--- src/hw/rtl/bfa_pkg.sv ---
// ----------------------------------------------------------------------------
// bfa_pkg
// Shared types, codes and helpers of the best-fit block allocator.
// ----------------------------------------------------------------------------
package bfa_pkg;

  localparam int unsigned SizeW  = 16;
  localparam int unsigned OwnerW = 22;
  localparam int unsigned CountW = 7;
  localparam int unsigned IbcW   = 5;
  localparam int unsigned ListMaxResults = 64;
  localparam logic [16:0] NoFitSize = 17'd99999;
  localparam logic [16:0] FirstBlockKb = 17'd2;
  localparam logic [15:0] TotalReset = 16'd10000;

  typedef enum logic [1:0] {
    ACT_INIT  = 2'd0,
    ACT_ALLOC = 2'd1,
    ACT_FREE  = 2'd2,
    ACT_LIST  = 2'd3
  } action_e;

  typedef enum logic [2:0] {
    ST_OK        = 3'd0,
    ST_TOO_LARGE = 3'd1,
    ST_NO_FIT    = 3'd2,
    ST_FULL      = 3'd3,
    ST_NO_OWNER  = 3'd4
  } status_e;

  typedef struct packed {
    logic [SizeW-1:0]  size;
    logic [SizeW-1:0]  origin;
    logic              free;
    logic [OwnerW-1:0] owner;
  } entry_t;

  typedef struct packed {
    status_e           status;
    entry_t            blk;
    logic [CountW-1:0] process_count;
    logic              last;
  } res_t;

  function automatic logic [SizeW-1:0] sat_add(input logic [SizeW-1:0] a,
                                               input logic [SizeW-1:0] b);
    logic [SizeW:0] s;
    s = {1'b0, a} + {1'b0, b};
    return s[SizeW] ? {SizeW{1'b1}} : s[SizeW-1:0];
  endfunction

endpackage

--- src/hw/rtl/bfa_entry_ram.sv ---
// ----------------------------------------------------------------------------
// bfa_entry_ram
// Block table: one write port, one read port, registered read data.
// ----------------------------------------------------------------------------
module bfa_entry_ram import bfa_pkg::*; #(
  parameter int unsigned Depth = 64,
  parameter int unsigned AW    = 6,
  parameter int unsigned LW    = 7
) (
  input  logic          clk_i,
  input  logic          we_i,
  input  logic [AW-1:0] waddr_i,
  input  entry_t        wentry_i,
  input  logic [LW-1:0] wlink_i,
  input  logic          re_i,
  input  logic [AW-1:0] raddr_i,
  output entry_t        rentry_o,
  output logic [LW-1:0] rlink_o
);

  entry_t        entries [Depth];
  logic [LW-1:0] links   [Depth];

  always_ff @(posedge clk_i) begin
    if (we_i) begin
      entries[waddr_i] <= wentry_i;
      links[waddr_i]   <= wlink_i;
    end
  end

  always_ff @(posedge clk_i) begin
    if (re_i) begin
      rentry_o <= entries[raddr_i];
      rlink_o  <= links[raddr_i];
    end
  end

endmodule

--- config.mk ---
export PLATFORM = sky130hd
export DESIGN_NAME = bfa_entry_ram
export DESIGN_NICKNAME = d
export VERILOG_FILES = /design/src/hw/rtl/bfa_pkg.sv /design/src/hw/rtl/bfa_entry_ram.sv
export SDC_FILE = /design/constraint.sdc
export NUM_CORES = 2
export LEC_CHECK = 0
export BUFFER_PORTS_ARGS = -buffer_cell sky130_fd_sc_hd__buf_2
export CAP_MARGIN = 25
export CORE_ASPECT_RATIO = 1.2
export CORE_MARGIN = 4
export CORE_UTILIZATION = 35
export CTS_BUF_LIST = sky130_fd_sc_hd__clkbuf_2
export CTS_CLUSTER_SIZE = 30
export DETAILED_ROUTE_END_ITERATION = 7
export GPL_TIMING_DRIVEN = 0
export PLACE_DENSITY = 0.6
export SYNTH_ARGS = -nofsm -noshare
export SYNTH_HDL_FRONTEND = slang
export SYNTH_SLANG_ARGS = --single-unit
--- constraint.sdc ---
create_clock -name clk_i -period 6.1 [get_ports clk_i]
set_input_delay 0.915 -clock clk_i [delete_from_list [all_inputs] [get_ports clk_i]]
set_output_delay 0.915 -clock clk_i [all_outputs]
set_load 0.01 [all_outputs]
==> flow_summary.toml <==
[floorplanning]
die_width_um = 608
row_count = 264
start_util_pct = 35.1
design.core.area_um2 = 431000
design.portCount = 139
total_die_area_um2 = 443000
die_h_um = 729

[timing]
finalSetupTns_ns = 0
drv_slew = 0
fmax_ghz = 0.212
rsz_0062_raised_after_global_routing = "no"
slew_headroom_pct = 22.0
hold_viol = 0
hold-worst-slack_ns = 0.217
layout_setup_ws_ns = 1.38
finalClockSkew_ns = 0.171
worst_pin_slew_ns = 1.17
setup_viol = 0
layout_worst_path_cycle_share_pct = 77.4
period_minus_slack_ns = 4.72

[worst_hold_path]
min-delay-path-class = "primary input to flip-flop"

[final_layout]
mostFrequentLayoutCell = "edfxtp_1"
final_cell_area_excluding_filler_cells_um2 = 178000
stdcell_count = 14400
final_layout_size_suffix_gt1_share_pct = 37.3
area.growth.synth_to_final_pct = 17.7
mostFrequentLayoutCells = "edfxtp_1 (4030), clkbuf_2 (1376), mux4_2 (989), buf_12 (254), buf_2 (243)"
nNetsFinal = 8056
fin_util_pct = 41.3

[clock_network]
clkSinkCount = 4030
clock_tree.htree_level_count = 6
tritoncts_clock_tree = "done"
root_buffer = "clkbuf_2"
clock_pin_slew_on_the_worst_setup_and_hold_paths_ns = 0.12
clk_path_buf_depth = 4
tritoncts.num_buffers = 954
post-cts-setup-buffers = 0
insertion_delay_ns = 2.38

[placement]
numPlacedInstances = 12500
gpl.final_weighted_congestion = 0.809
place_hpwl_um = 352000
detailed_place.area_um2 = 166000
buffer_ports.inserted = 130
place_ws_ns = 0.498

[logic_synthesis]
ys_warn_count = 0
synth_fp_nets = 6406
yosysTopAreaCell = "edfxtp_1"
fraction_of_post_synthesis_cell_area_in_the_top_cell_type_by_area_pct = 79.9
ys_seq_elements = 4030
synth_top_cells_by_area = "edfxtp_1 (80%), mux4_2 (15%), a221oi_1 (0.84%)"
syn-cell-area_um2 = 151000
share_of_the_yosys_chip_area_belonging_to_registers_pct = 79.9
post_synth_num_cell_types = 33
postSynthCellCount = 6329
postSynthAreaPerCell_um2 = 23.9

[routing]
drcViolationCount = 0
drt_first_iter_violations = 13000
route.vias.total = 83200
routed_wirelength_um = 517000
drtPass1Iterations = 6
antenna_violating_nets_post_route = 0
wl_per_cell_um = 35.8
avgViaCountPerCell = 5.76

[worst_setup_path]
crit_arrival_ns = 6.81
critPathCaptureType = "flip-flop"
crit_type = "flip-flop to flip-flop"
worst-path-max-fanout = 1
start_kind = "flip-flop"
worst-endpoint-required_ns = 8.19

[grt]
global_route_wire_length_before_repair_um = 692000
largest_net_degree_at_the_start_of_global_routing = 65
grtUsageTotal_pct = 22.8
number_of_antenna_violations_at_the_first_check_in_global_routing = 45
grt_pass1_vias = 82800
grt-ovfl-total = 0

[power]
post-layout-total-power_mw = 51.9
power_leakage_nw = 56.9
ir_worst_vdd_v = 0.000189
power.density_cell_area_nw_per_um2 = 291

[job]
max_cap_violations = 0

[run_status]
run_status = "complete, no violations"
==> power breakdown <==
group	switching, mW	internal [mW]
logic	2.22	1.24
registers	0.0634	30.7
clock network	10.9	6.81
total	13.2	38.7
==> state kept, by name, summed over array words and instances, names as in the netlist <==
signal,cells
entries,3520
links,448
rlink_o,7
rentry_o,55
==> logic make-up after synthesis <==
family | Yosys count | synth area share, %
flip-flops | 4030 | 79.9
AO/OA/AOI/OAI | 633 | 3.02
multiplexers | 1056 | 15.2
AND/OR/NAND/NOR | 233 | 0.684
buffers and inverters | 377 | 1.23
==> final timing paths <==
| path | cells past startpoint | endpoint | slack (ns) | from |
|---|---|---|---|---|
| worst min-delay path | 4 | entries[58][43]$_DFFE_PP_ | 0.22 | wentry_i[43] |
| worst max-delay path | 10 | rlink_o[6]$_DFFE_PP_ | 1.38 | links[37][6]$_DFFE_PP_ |
| worst min register to register | 3 | rentry_o[8]$_DFFE_PP_ | 1.08 | entries[48][8]$_DFFE_PP_ |
| worst max register to register | 10 | rlink_o[6]$_DFFE_PP_ | 1.38 | links[37][6]$_DFFE_PP_ |
==> cell type report <==
class                           count  area (um2)
Sequential cell                  4030      121000
Antenna cell                       33        82.6
Multi-Input combinational cell   1922       29100
Tap cell                         5719        7160
Clock inverter                    306        1860
Timing Repair Buffer              694       10400
Buffer                            366        1850
Inverter                           11        41.3
Clock buffer                     1360        6810
Fill cell                       37600      253000
==> worst max-delay path, stage by stage (launching register included) <==
cell and delay (ns):
edfxtp_1 0.38, mux4_2 0.48, dlygate4sd3_1 0.58, a22o_1 0.19
dlygate4sd3_1 0.56, a221oi_1 0.25, dlygate4sd3_1 0.61, o22ai_1 0.08
dlygate4sd3_1 0.56, a211o_1 0.22, dlygate4sd3_1 0.56
==> Yosys cell counts <==
library cell and n:
edfxtp_1 4030, nor2_1 133, buf_2 112, inv_1 11
and2_1 4, mux2i_1 66, o221ai_1 33, nand4_1 3
buf_4 61, o22ai_1 141, nand3_1 32, nand2b_1 7
or3_1 3, buf_6 11, o21ai_0 47, a22o_1 98
mux2_2 1, nand3b_1 7, a211o_1 2, or2_2 2
a221oi_1 146, clkbuf_1 147, o22a_1 1, or3b_2 3
o21ai_1 1, buf_1 34, clkbuf_2 1, a211oi_1 18
nor2b_1 13, a22oi_1 51, mux4_2 989, nand2_1 26
a21oi_1 95
==> timing repair <==
| item | CTS | global route |
|---|---|---|
| hold buffers | 243 | 2 |
| gates resized for setup | 0 | 0 |
| endpoints found under the hold margin | 6099 | 24 |
==> metal layers <==
| metal | global-route usage [%] | share of wire, % |
|---|---|---|
| met1 | 28.6 | 35 |
| met2 | 36.7 | 48 |
| met3 | 6.25 | 12 |
| met4 | 10.9 | 5.1 |
| met5 | 0 | 0.0093 |
Power figures use the tool's default switching activity.
