--- src/hw/rtl/bfa_pkg.sv ---
// ----------------------------------------------------------------------------
// bfa_pkg
// Shared types, codes and helpers of the best-fit block allocator.
// ----------------------------------------------------------------------------
package bfa_pkg;

  localparam int unsigned SizeW  = 16;
  localparam int unsigned OwnerW = 22;
  localparam int unsigned CountW = 7;
  localparam int unsigned IbcW   = 5;
  localparam int unsigned ListMaxResults = 64;
  localparam logic [16:0] NoFitSize = 17'd99999;
  localparam logic [16:0] FirstBlockKb = 17'd2;
  localparam logic [15:0] TotalReset = 16'd10000;

  typedef enum logic [1:0] {
    ACT_INIT  = 2'd0,
    ACT_ALLOC = 2'd1,
    ACT_FREE  = 2'd2,
    ACT_LIST  = 2'd3
  } action_e;

  typedef enum logic [2:0] {
    ST_OK        = 3'd0,
    ST_TOO_LARGE = 3'd1,
    ST_NO_FIT    = 3'd2,
    ST_FULL      = 3'd3,
    ST_NO_OWNER  = 3'd4
  } status_e;

  typedef struct packed {
    logic [SizeW-1:0]  size;
    logic [SizeW-1:0]  origin;
    logic              free;
    logic [OwnerW-1:0] owner;
  } entry_t;

  typedef struct packed {
    status_e           status;
    entry_t            blk;
    logic [CountW-1:0] process_count;
    logic              last;
  } res_t;

  function automatic logic [SizeW-1:0] sat_add(input logic [SizeW-1:0] a,
                                               input logic [SizeW-1:0] b);
    logic [SizeW:0] s;
    s = {1'b0, a} + {1'b0, b};
    return s[SizeW] ? {SizeW{1'b1}} : s[SizeW-1:0];
  endfunction

endpackage

--- src/hw/rtl/bfa_out_reg.sv ---
// ----------------------------------------------------------------------------
// bfa_out_reg
// Result holding register on the output channel.
// ----------------------------------------------------------------------------
module bfa_out_reg import bfa_pkg::*; (
  input  logic clk_i,
  input  logic rst_ni,
  input  logic push_i,
  input  res_t res_i,
  output logic valid_o,
  input  logic ready_i,
  output res_t res_o
);

  logic valid_q, valid_d;
  res_t res_q;

  assign valid_d = push_i | (valid_q & ~ready_i);

  always_ff @(posedge clk_i or negedge rst_ni) begin
    if (!rst_ni) begin
      valid_q <= 1'b0;
    end else begin
      valid_q <= valid_d;
    end
  end

  always_ff @(posedge clk_i) begin
    if (push_i) begin
      res_q <= res_i;
    end
  end

  assign valid_o = valid_q;
  assign res_o   = res_q;

endmodule

--- config.mk ---
export PLATFORM = sky130hd
export DESIGN_NAME = bfa_out_reg
export DESIGN_NICKNAME = d
export VERILOG_FILES = /design/src/hw/rtl/bfa_pkg.sv /design/src/hw/rtl/bfa_out_reg.sv
export SDC_FILE = /design/constraint.sdc
export NUM_CORES = 1
export LEC_CHECK = 0
export ABC_AREA = 1
export BUFFER_PORTS_ARGS = -buffer_cell sky130_fd_sc_hd__buf_2
export CAP_MARGIN = 20
export CORE_ASPECT_RATIO = 0.9
export CORE_UTILIZATION = 40
export DETAILED_ROUTE_END_ITERATION = 10
export PLACE_DENSITY = 0.8
export SLEW_MARGIN = 30
export SYNTH_ARGS = -nofsm -noshare
export SYNTH_HDL_FRONTEND = slang
export SYNTH_SLANG_ARGS = --single-unit
--- constraint.sdc ---
create_clock -name clk_i -period 0.8 [get_ports clk_i]
set_input_delay 0.24 -clock clk_i [delete_from_list [all_inputs] [get_ports clk_i]]
set_output_delay 0.24 -clock clk_i [all_outputs]
set_load 0.005 [all_outputs]
==> flow_results.org, run 1 <==
** Status
- Run status :: finished, violations left
- Failing checks :: setup timing

** Timing
- Max-Slew Margin vs Limit :: 88.98%
- Achievable clock frequency :: 908.9 MHz
- The final critical path takes up 137.5% of the cycle.
- Setup repair after global routing could not meet its margin everywhere.
- The final count of pins violating max slew came to 0.
- The tightest hold path in the finished design has a slack of around 84 ps.
- Setup Viol. Count Final :: 67
- Fin Clk Skew :: 0 ps
- Hold Vio Cnt, Final :: 0
- Minimum clock period :: 1100 ps
- Worst-Margin Slew :: between 150 and 200 ps
- PnR worst setup slack :: -300.3 ps

** Synthesis
- Number of synthesized register bits :: 67
- Number of instances in the synthesized netlist :: 71
- Most common cell in the synthesized netlist :: edfxtp_1
- Number of unique standard cell types used by synthesis :: 4
- Most frequently used flop master after synthesis :: edfxtp_1
- Share of the yosys chip area belonging to registers :: 99.26%
- The portion of synthesized area spent on multiplexers is 0%.
- Simple-gate area share of the yosys netlist :: 0.3713%
- The number of nets handed over by synthesis was 141.
- EDFF count, synth :: 66
- Dominant combinational cell family by area after synthesis :: buffers and inverters
- Total standard cell area after synthesis :: 2022 µm²
- List of most frequent post-synthesis cells :: edfxtp_1 (66), inv_1 (2), nand2_1 (2)
- Cells taking the most area after synthesis :: edfxtp_1 (98%), dfrtp_1 (1.2%), inv_1 (0.37%)
- Compound-cell area share of the yosys netlist :: 0%
- Post-synthesis area per instance :: 28.48 µm²
- Portion of synthesized cell area occupied by the leading cell type :: a little over nine tenths
- Yosys top cell by area :: edfxtp_1
- Yosys warning total :: 0
- Synth Area in Adders :: 0%
- Summing the areas of all xor and xnor instances in the mapped netlist gives 0% of the synthesized area.
- Share of synthesized registers carrying an async set or reset :: 1.493%

** Finish
- From synthesis to final layout, the design area changed by 49.26%.
- Number of antenna diodes :: 0
- Final layout net count :: 294
- Finished layout cell area :: 3018 µm²
- Share of final-layout standard cells stronger than drive strength 1 :: 67.69%
- Fill cells in the final layout number ~390.

** Clocking
- The H-tree generated during clock tree synthesis spans 3 levels.
- The clock drives 67 sinks.
- Number of buffers on the longest clock path :: 2
- In this run, CTS created clock tree buffers numbering 9.
- Worst skew pair latency :: 320 ps
- Clock transition at the registers of the reported paths :: 70 ps
- TritonCTS built the clock tree.
- Root buffer cell :: clkbuf_8

** Drt
- Via total after detailed routing :: 1247
- In this run the remaining antenna-violating nets after routing total 0.
- After detailed routing, the number of vias per cell comes to 4.241.
- The first TritonRoute pass finished after 4 iterations.
- For this block, the routed nets add up to 4109 µm of wire.
- DRC errors left :: 0
- Detail-routed net length per standard cell :: 13.98 µm
- DRT iter0 DRCs :: 68

** Job
- Reported max-cap violation count :: 0

** Placed design
- Input and output buffers added on the ports amount to about 140.
- At the placement stage, the worst setup path has a slack of -143.5 ps.
- After detailed placement, the total cell area comes to 2839 µm².
- GPL Wtd Cong :: 0.6800

** Floorplan
- In this run the standard cell core region covers 4865 µm².
- For this configuration, the core starts out at a cell density of 41.56%.
- In this run the count of I/O pins placed on the die edge is 137.
- In this run the core area contains 24 standard-cell rows.
- The die is 69.45 µm tall.
- The floorplan step defined a die boundary enclosing 5344 µm².
- The floorplan step set the die width to a little under 80 µm.

** Setup path
- Crit-path cells :: buf_2
- The worst setup path is captured at an output pin.
- Data required, critical path :: 560 ps
- The worst setup path is launched from a flop.
- On the worst path, the slowest cell contributes a delay of 400 ps.
- Highest fanout seen on the critical path :: 1
- Arrival time at the worst endpoint :: 860 ps
- The number of buffers and inverters on the critical path is 1.
- Slowest stage cell, crit path :: edfxtp_1
- The critical path is of the flop to output pin type.
- Among cell families on the critical path, the largest total delay comes from flip-flops.

** Global route
- Largest net degree at the start of global routing :: 29
- The total overflow left after global routing is 0.
- Global routing used 16.03% of the available tracks across all layers.
- The number of antenna violations at the first check in global routing was 0.
- The via count of the first global-routing pass was 1205.
- The first global-routing pass estimated 5954 µm of wire.

** Power and ir drop
- Switching power summed over all nets :: between 1 and 1.5 mW
- Share of total power in sequential cells :: approximately three fifths
- In this run the power density over the cells is 2343 nW/µm².
- In this run switching power makes up between 20% and 30% of total power.
- Internal power comes to between 5 and 6 mW.
- For this design the static power due to leakage is 1.324 nW.
- Combinational share of power :: approximately 8.1%
- The worst-case IR drop observed on VDD is between 1 and 1.5 mV.
- In this run, the clock network consumes 32.1% of the power.

** Worst hold path
- Worst hold-check path type :: input port to flop
-- metal layers --
metal	up-vias	GRT usage [%]	part of all wire (%)
li1	589	-	-
met1	575	18.37	40
met2	78	25.30	50
met3	5	7.632	9.1
met4	0	7.692	1.3
met5	-	0	0
-- layout by cell type (no fill, tap or decap) --
master,count
buf_2,136
edfxtp_1,66
clkbuf_8,9
clkinv_2,3
buf_4,3
inv_1,2
nand2_1,2
clkinvlp_4,2
clkbuf_1,2
buf_12,2
dlygate4sd3_1,1
dfrtp_1,1
-- power by group through the flow --
| stage | Combinational (mW) | Clock, mW | Sequential (mW) |
|---|---|---|---|
| global route | 0.620 | 2.51 | 4.25 |
| finish | 0.571 | 2.27 | 4.23 |
| CTS | 0.577 | 2.34 | 4.23 |
| global placement | 0.556 | 0 | 4.29 |
| floorplan | 0.00433 | 0 | 4.35 |
| detailed placement | 0.572 | 0 | 4.30 |
-- per-stage QoR --
stage               cells  power (mW)  utilization, %  TNS, ps
global route          294       7.375           62.04   -20140
detailed placement    276       4.877           58.36    -8858
global placement      276       4.845           58.36    -8219
finish                294       7.072           62.04   -17130
floorplan              71       4.355               -        0
CTS                   293       7.152           61.88   -18550
-- cell type report --
class | instances | area (µm²) | share of cell area [%]
Clock buffer | 11 | 131.4 | 4.353
Clock inverter | 5 | 30.03 | 0.9950
Inverter | 2 | 7.507 | 0.2488
Multi-Input combinational cell | 2 | 7.507 | 0.2488
Sequential cell | 67 | 2007 | 66.50
Tap cell | 65 | 81.33 | 2.695
Timing Repair Buffer | 142 | 753.2 | 24.96
-- timing repair --
action / 4_1_cts / 5_1_grt
setup buffers: 0 / 1
endpoints found under the setup margin: 67 / 67
gates resized for setup: 0 / 0
endpoints found under the hold margin: 1 / 0
hold buffers: 1 / 0
-- cell families after synthesis --
logic type	after synthesis
simple gates	2
flops	67
buf+inv	2
-- worst reg2reg max path, stage by stage, from the launching register on --
cell     delay (ps)
dfrtp_1         380
buf_4           130
nand2_1          50
nand2_1          50
-- registers in the layout (all words and copies together) (netlist names) --
register and flops:
res_o 66, valid_o 1
-- path summary, 6_finish.rpt --
path                       startpoint         to  slack (ps)  cells after the start
setup / recovery            res_o[37]  res_o[37]        -300                      1
hold / removal              res_i[49]  res_o[49]          80                      1
setup reg to reg              valid_o    valid_o          70                      3
hold reg to reg               valid_o    valid_o         590                      3
max in group asynchronous      rst_ni    valid_o         500                      2
min in group asynchronous      rst_ni    valid_o         210                      2
(Power assumes the default switching activity.)
==> inputs of run 2 (changes only) <==
Settings changed: ABC_AREA 1 to not set, PLACE_DENSITY 0.8 to 0.81.
==> run 2 against run 1 <==
  * The flow still finishes with violations (setup timing)
  * Design area rose by 0.21%
  * Synthesized area is 0.19% lower
  * Wire length grew 0.12%
  * Worst hold slack worse by 0.57 ps
  * Global-route usage grew 0.43 points
  * First-iteration DRC count down 63%
==> flow_results.org, run 2 <==
** Finish
- Number of antenna diodes :: 0
- Final layout net count :: 290
- Most common cell after layout, fill and taps aside :: buf_2
- Fill cell total of the finished layout :: ~360
- In the final layout, the multi-input gates occupy about 7.5 µm².
- In the layout the commonest cells are buf_2 (136), edfxtp_1 (66), clkbuf_8 (9).
- Share of final-layout standard cells stronger than drive strength 1 :: just under 70%
- Registers take between 2000 and 2500 µm².
- Measured on the finished design, the core utilization comes to roughly 63%.
- The register with the most flip-flops in the layout has 66 of them.
- Compared with the post-synthesis result, the final layout area differs by 49.84%.
- With fillers left out, the area of the finished cells amounts to 3024 µm².

** Setup path
- For the worst setup path, the data arrival time is 860 ps.
- Family with the most delay on the worst path :: flip-flops
- Data required, critical path :: 560 ps
- Traced cell by cell, the critical path runs through buf_2.
- STA classifies the critical path startpoint as a flop.
- STA classifies the critical path endpoint as an output pin.
- WS Path Type :: flop to output pin
- The slowest stage of the critical path belongs to the cell dfrtp_1.
- The largest single stage delay on the critical path is 400 ps.
- The number of buffers and inverters on the critical path is 1.
- Highest fanout seen on the critical path :: 2

** Synthesis
- Yosys warning total :: 0
- Ranked by instance count, the synthesized netlist is headed by edfxtp_1 (66), a21o_1 (1), dfrtp_1 (1), inv_1 (1).
- For this run, the register share of the synthesized area comes to 99.44%.
- Of all flip-flops after synthesis, the portion carrying an async set or reset was 1.493%.
- Number of instances in the synthesized netlist :: 69
- After synthesis, the netlist uses 4 different library cells.
- Post-synthesis area per instance :: roughly 30 µm²
- Yosys instantiated no cell more often than edfxtp_1.
- Most frequently used flop master after synthesis :: edfxtp_1
- The synthesized design contains 67 register bits.
- edfxtp_1 takes more of the synthesized area than any other cell.
- Portion of synthesized cell area occupied by the leading cell type :: 98.20%
- The cell area that synthesis handed to floorplanning was 2018 µm².
- EDFF count, synth :: 66
- Net count after synthesis :: about 140
- Cells taking the most area after synthesis :: edfxtp_1 (98%), dfrtp_1 (1.2%), a21o_1 (0.37%)

** Power and ir drop
- In this run, flip-flops and latches consume 56.9% of the power.
- The design draws around 7.4 mW.
- Dividing total power by cell area gives a power density of 2451 nW/µm².
- Switching power summed over all nets :: 1.509 mW
- Worst IR drop on VDD :: 1.600 mV
- The clock network accounts for between 30% and 40% of the total power.
- Fraction of power spent switching nets :: 20.35%
- Reported leakage power :: 1.319 nW
- Cell internal power was estimated by the tool at 5.903 mW.
- Of the total power, combinational logic draws around 7.7%.

** Global route
- Overall routing resource usage :: 16.46%
- The first global-routing pass estimated between 6000 and 7000 µm of wire.
- The number of antenna violations at the first check in global routing is 0.
- Largest net degree at the start of global routing :: 36
- Summed over all layers, the global routing overflow is 0.
- Vias in the first global route :: 1261

** Timing
- Hold Vio Cnt, Final :: 0
- Share of the cycle needed by the critical path after routing :: 137.6%
- The routed design could run at a clock period as short as 1101 ps.
- Unrepaired setup endpoints after global routing :: true
- Setup violations remaining at the end of the flow were counted as 68.
- The final count of pins violating max slew came to 0.
- Clock skew on the completed layout was measured at 0 ps.
- Based on the critical path, the design can be clocked at up to 908.5 MHz.
- Fin Hold WS :: 83.76 ps
- PnR worst setup slack :: -300.7 ps
- Headroom to the max-slew limit came out at between 80% and 90%.
- For the pin with the worst max-slew slack, the measured transition is approximately 180 ps.

** Placed design
- During placement, the flow inserted port buffers numbering about 140.
- Worst-case setup slack after placement :: -122.5 ps
- GPL Wtd Cong :: approximately 0.66
- The wire-length estimate of the detail-placed layout is 2886 µm.
- In this run the cell area measured after placement is between 2000 and 3000 µm².

** Status
- Failing checks :: setup timing
- The run finished, with violations left.

** Drt
- For this run, design rule violations remaining after detail routing come to 0.
- In this run the remaining antenna-violating nets after routing total 0.
- The detailed router placed 1223 vias in this run.
- The detailed router finished its first iteration with 25 violations.
- The routed design has 4114 µm of wire.
- Dividing the detail-routed wire length by the instance count gives around 14 µm.
- Via density per instance :: 4.217
- Number of iterations in the first detailed-routing pass :: 4

** Clocking
- Clock tree synthesis inserted a total of 9 buffers.
- Post-CTS resize count :: 0
- The tree is rooted in a clkbuf_8.
- Number of buffers on the longest clock path :: 2
- TritonCTS built the clock tree.
- Number of clock sinks :: 67
- Number of H-tree levels :: 3
- After clock tree synthesis, the clock-pin slew on the worst setup and hold paths is 70 ps.
- Worst skew pair latency :: 320 ps

** Floorplan
- Core Footprint :: 4835 µm²
- The initial utilization of the core area, before any placement, comes to between 40% and 50%.
- Measured along the x axis, the die boundary spans 76.88 µm.
- Die ar. :: 5334 µm²
- Number of ports placed on the die boundary :: 137
- The floorplan has 24 rows.
- Die Ht :: 69.39 µm

** Job
- Across the run, the number of max-cap violations was 0.

** Worst hold path
- The worst hold path belongs to the class input port to flop.
-- run 2: logic make-up after synthesis --
logic type | Yosys count | share of synthesized area (%)
AOI/OAI and AO/OA | 1 | 0.3721
buffers and inverters | 1 | 0.1858
DFF | 67 | 99.44
-- run 2: final cells by class --
cell class,instances,share of cell area (%)
Tap cell,65,2.689
Multi-Input combinational cell,1,0.2482
Timing Repair Buffer,140,24.41
Sequential cell,67,66.36
Clock buffer,11,4.344
Clock inverter,5,1.820
Inverter,1,0.1241
-- run 2: per-stage QoR --
stage	instances	setup TNS (ps)
after floorplan	69	0
after global placement	272	-6993
after detailed placement	272	-7572
after CTS	289	-18720
after global routing	290	-20350
final	290	-17100
-- run 2: power groups by stage --
stage / Combinational, mW / Clock (mW) / Sequential (mW)
after floorplan: 0.00354 / 0 / 4.35
after global placement: 0.554 / 0 / 4.28
after detailed placement: 0.569 / 0 / 4.30
after CTS: 0.579 / 2.71 / 4.23
after global routing: 0.622 / 2.84 / 4.25
final: 0.570 / 2.62 / 4.22
-- run 2: worst paths after layout --
path	slack, ps	start	end	cells past startpoint
worst min-delay path	80	res_i[52]	res_o[52]	1
worst min register to register	660	valid_o	valid_o	2
max in group asynchronous	470	rst_ni	valid_o	2
min in group asynchronous	240	rst_ni	valid_o	2
worst max-delay path	-300	valid_o	valid_o	1
worst max register to register	-20	valid_o	valid_o	2
-- run 2: timing repair --
action	4_1_cts	5_1_grt
setup buffers	0	1
endpoints found under the setup margin	67	67
hold buffers	1	0
endpoints found under the hold margin	1	0
cloned	0	0
-- run 2: layer usage --
layer,vias up,share of wire [%],track usage [%]
met5,-,0,0
met4,0,0.90,8.547
li1,579,-,-
met1,561,34,16.41
met3,4,11,8.553
met2,79,54,27.78
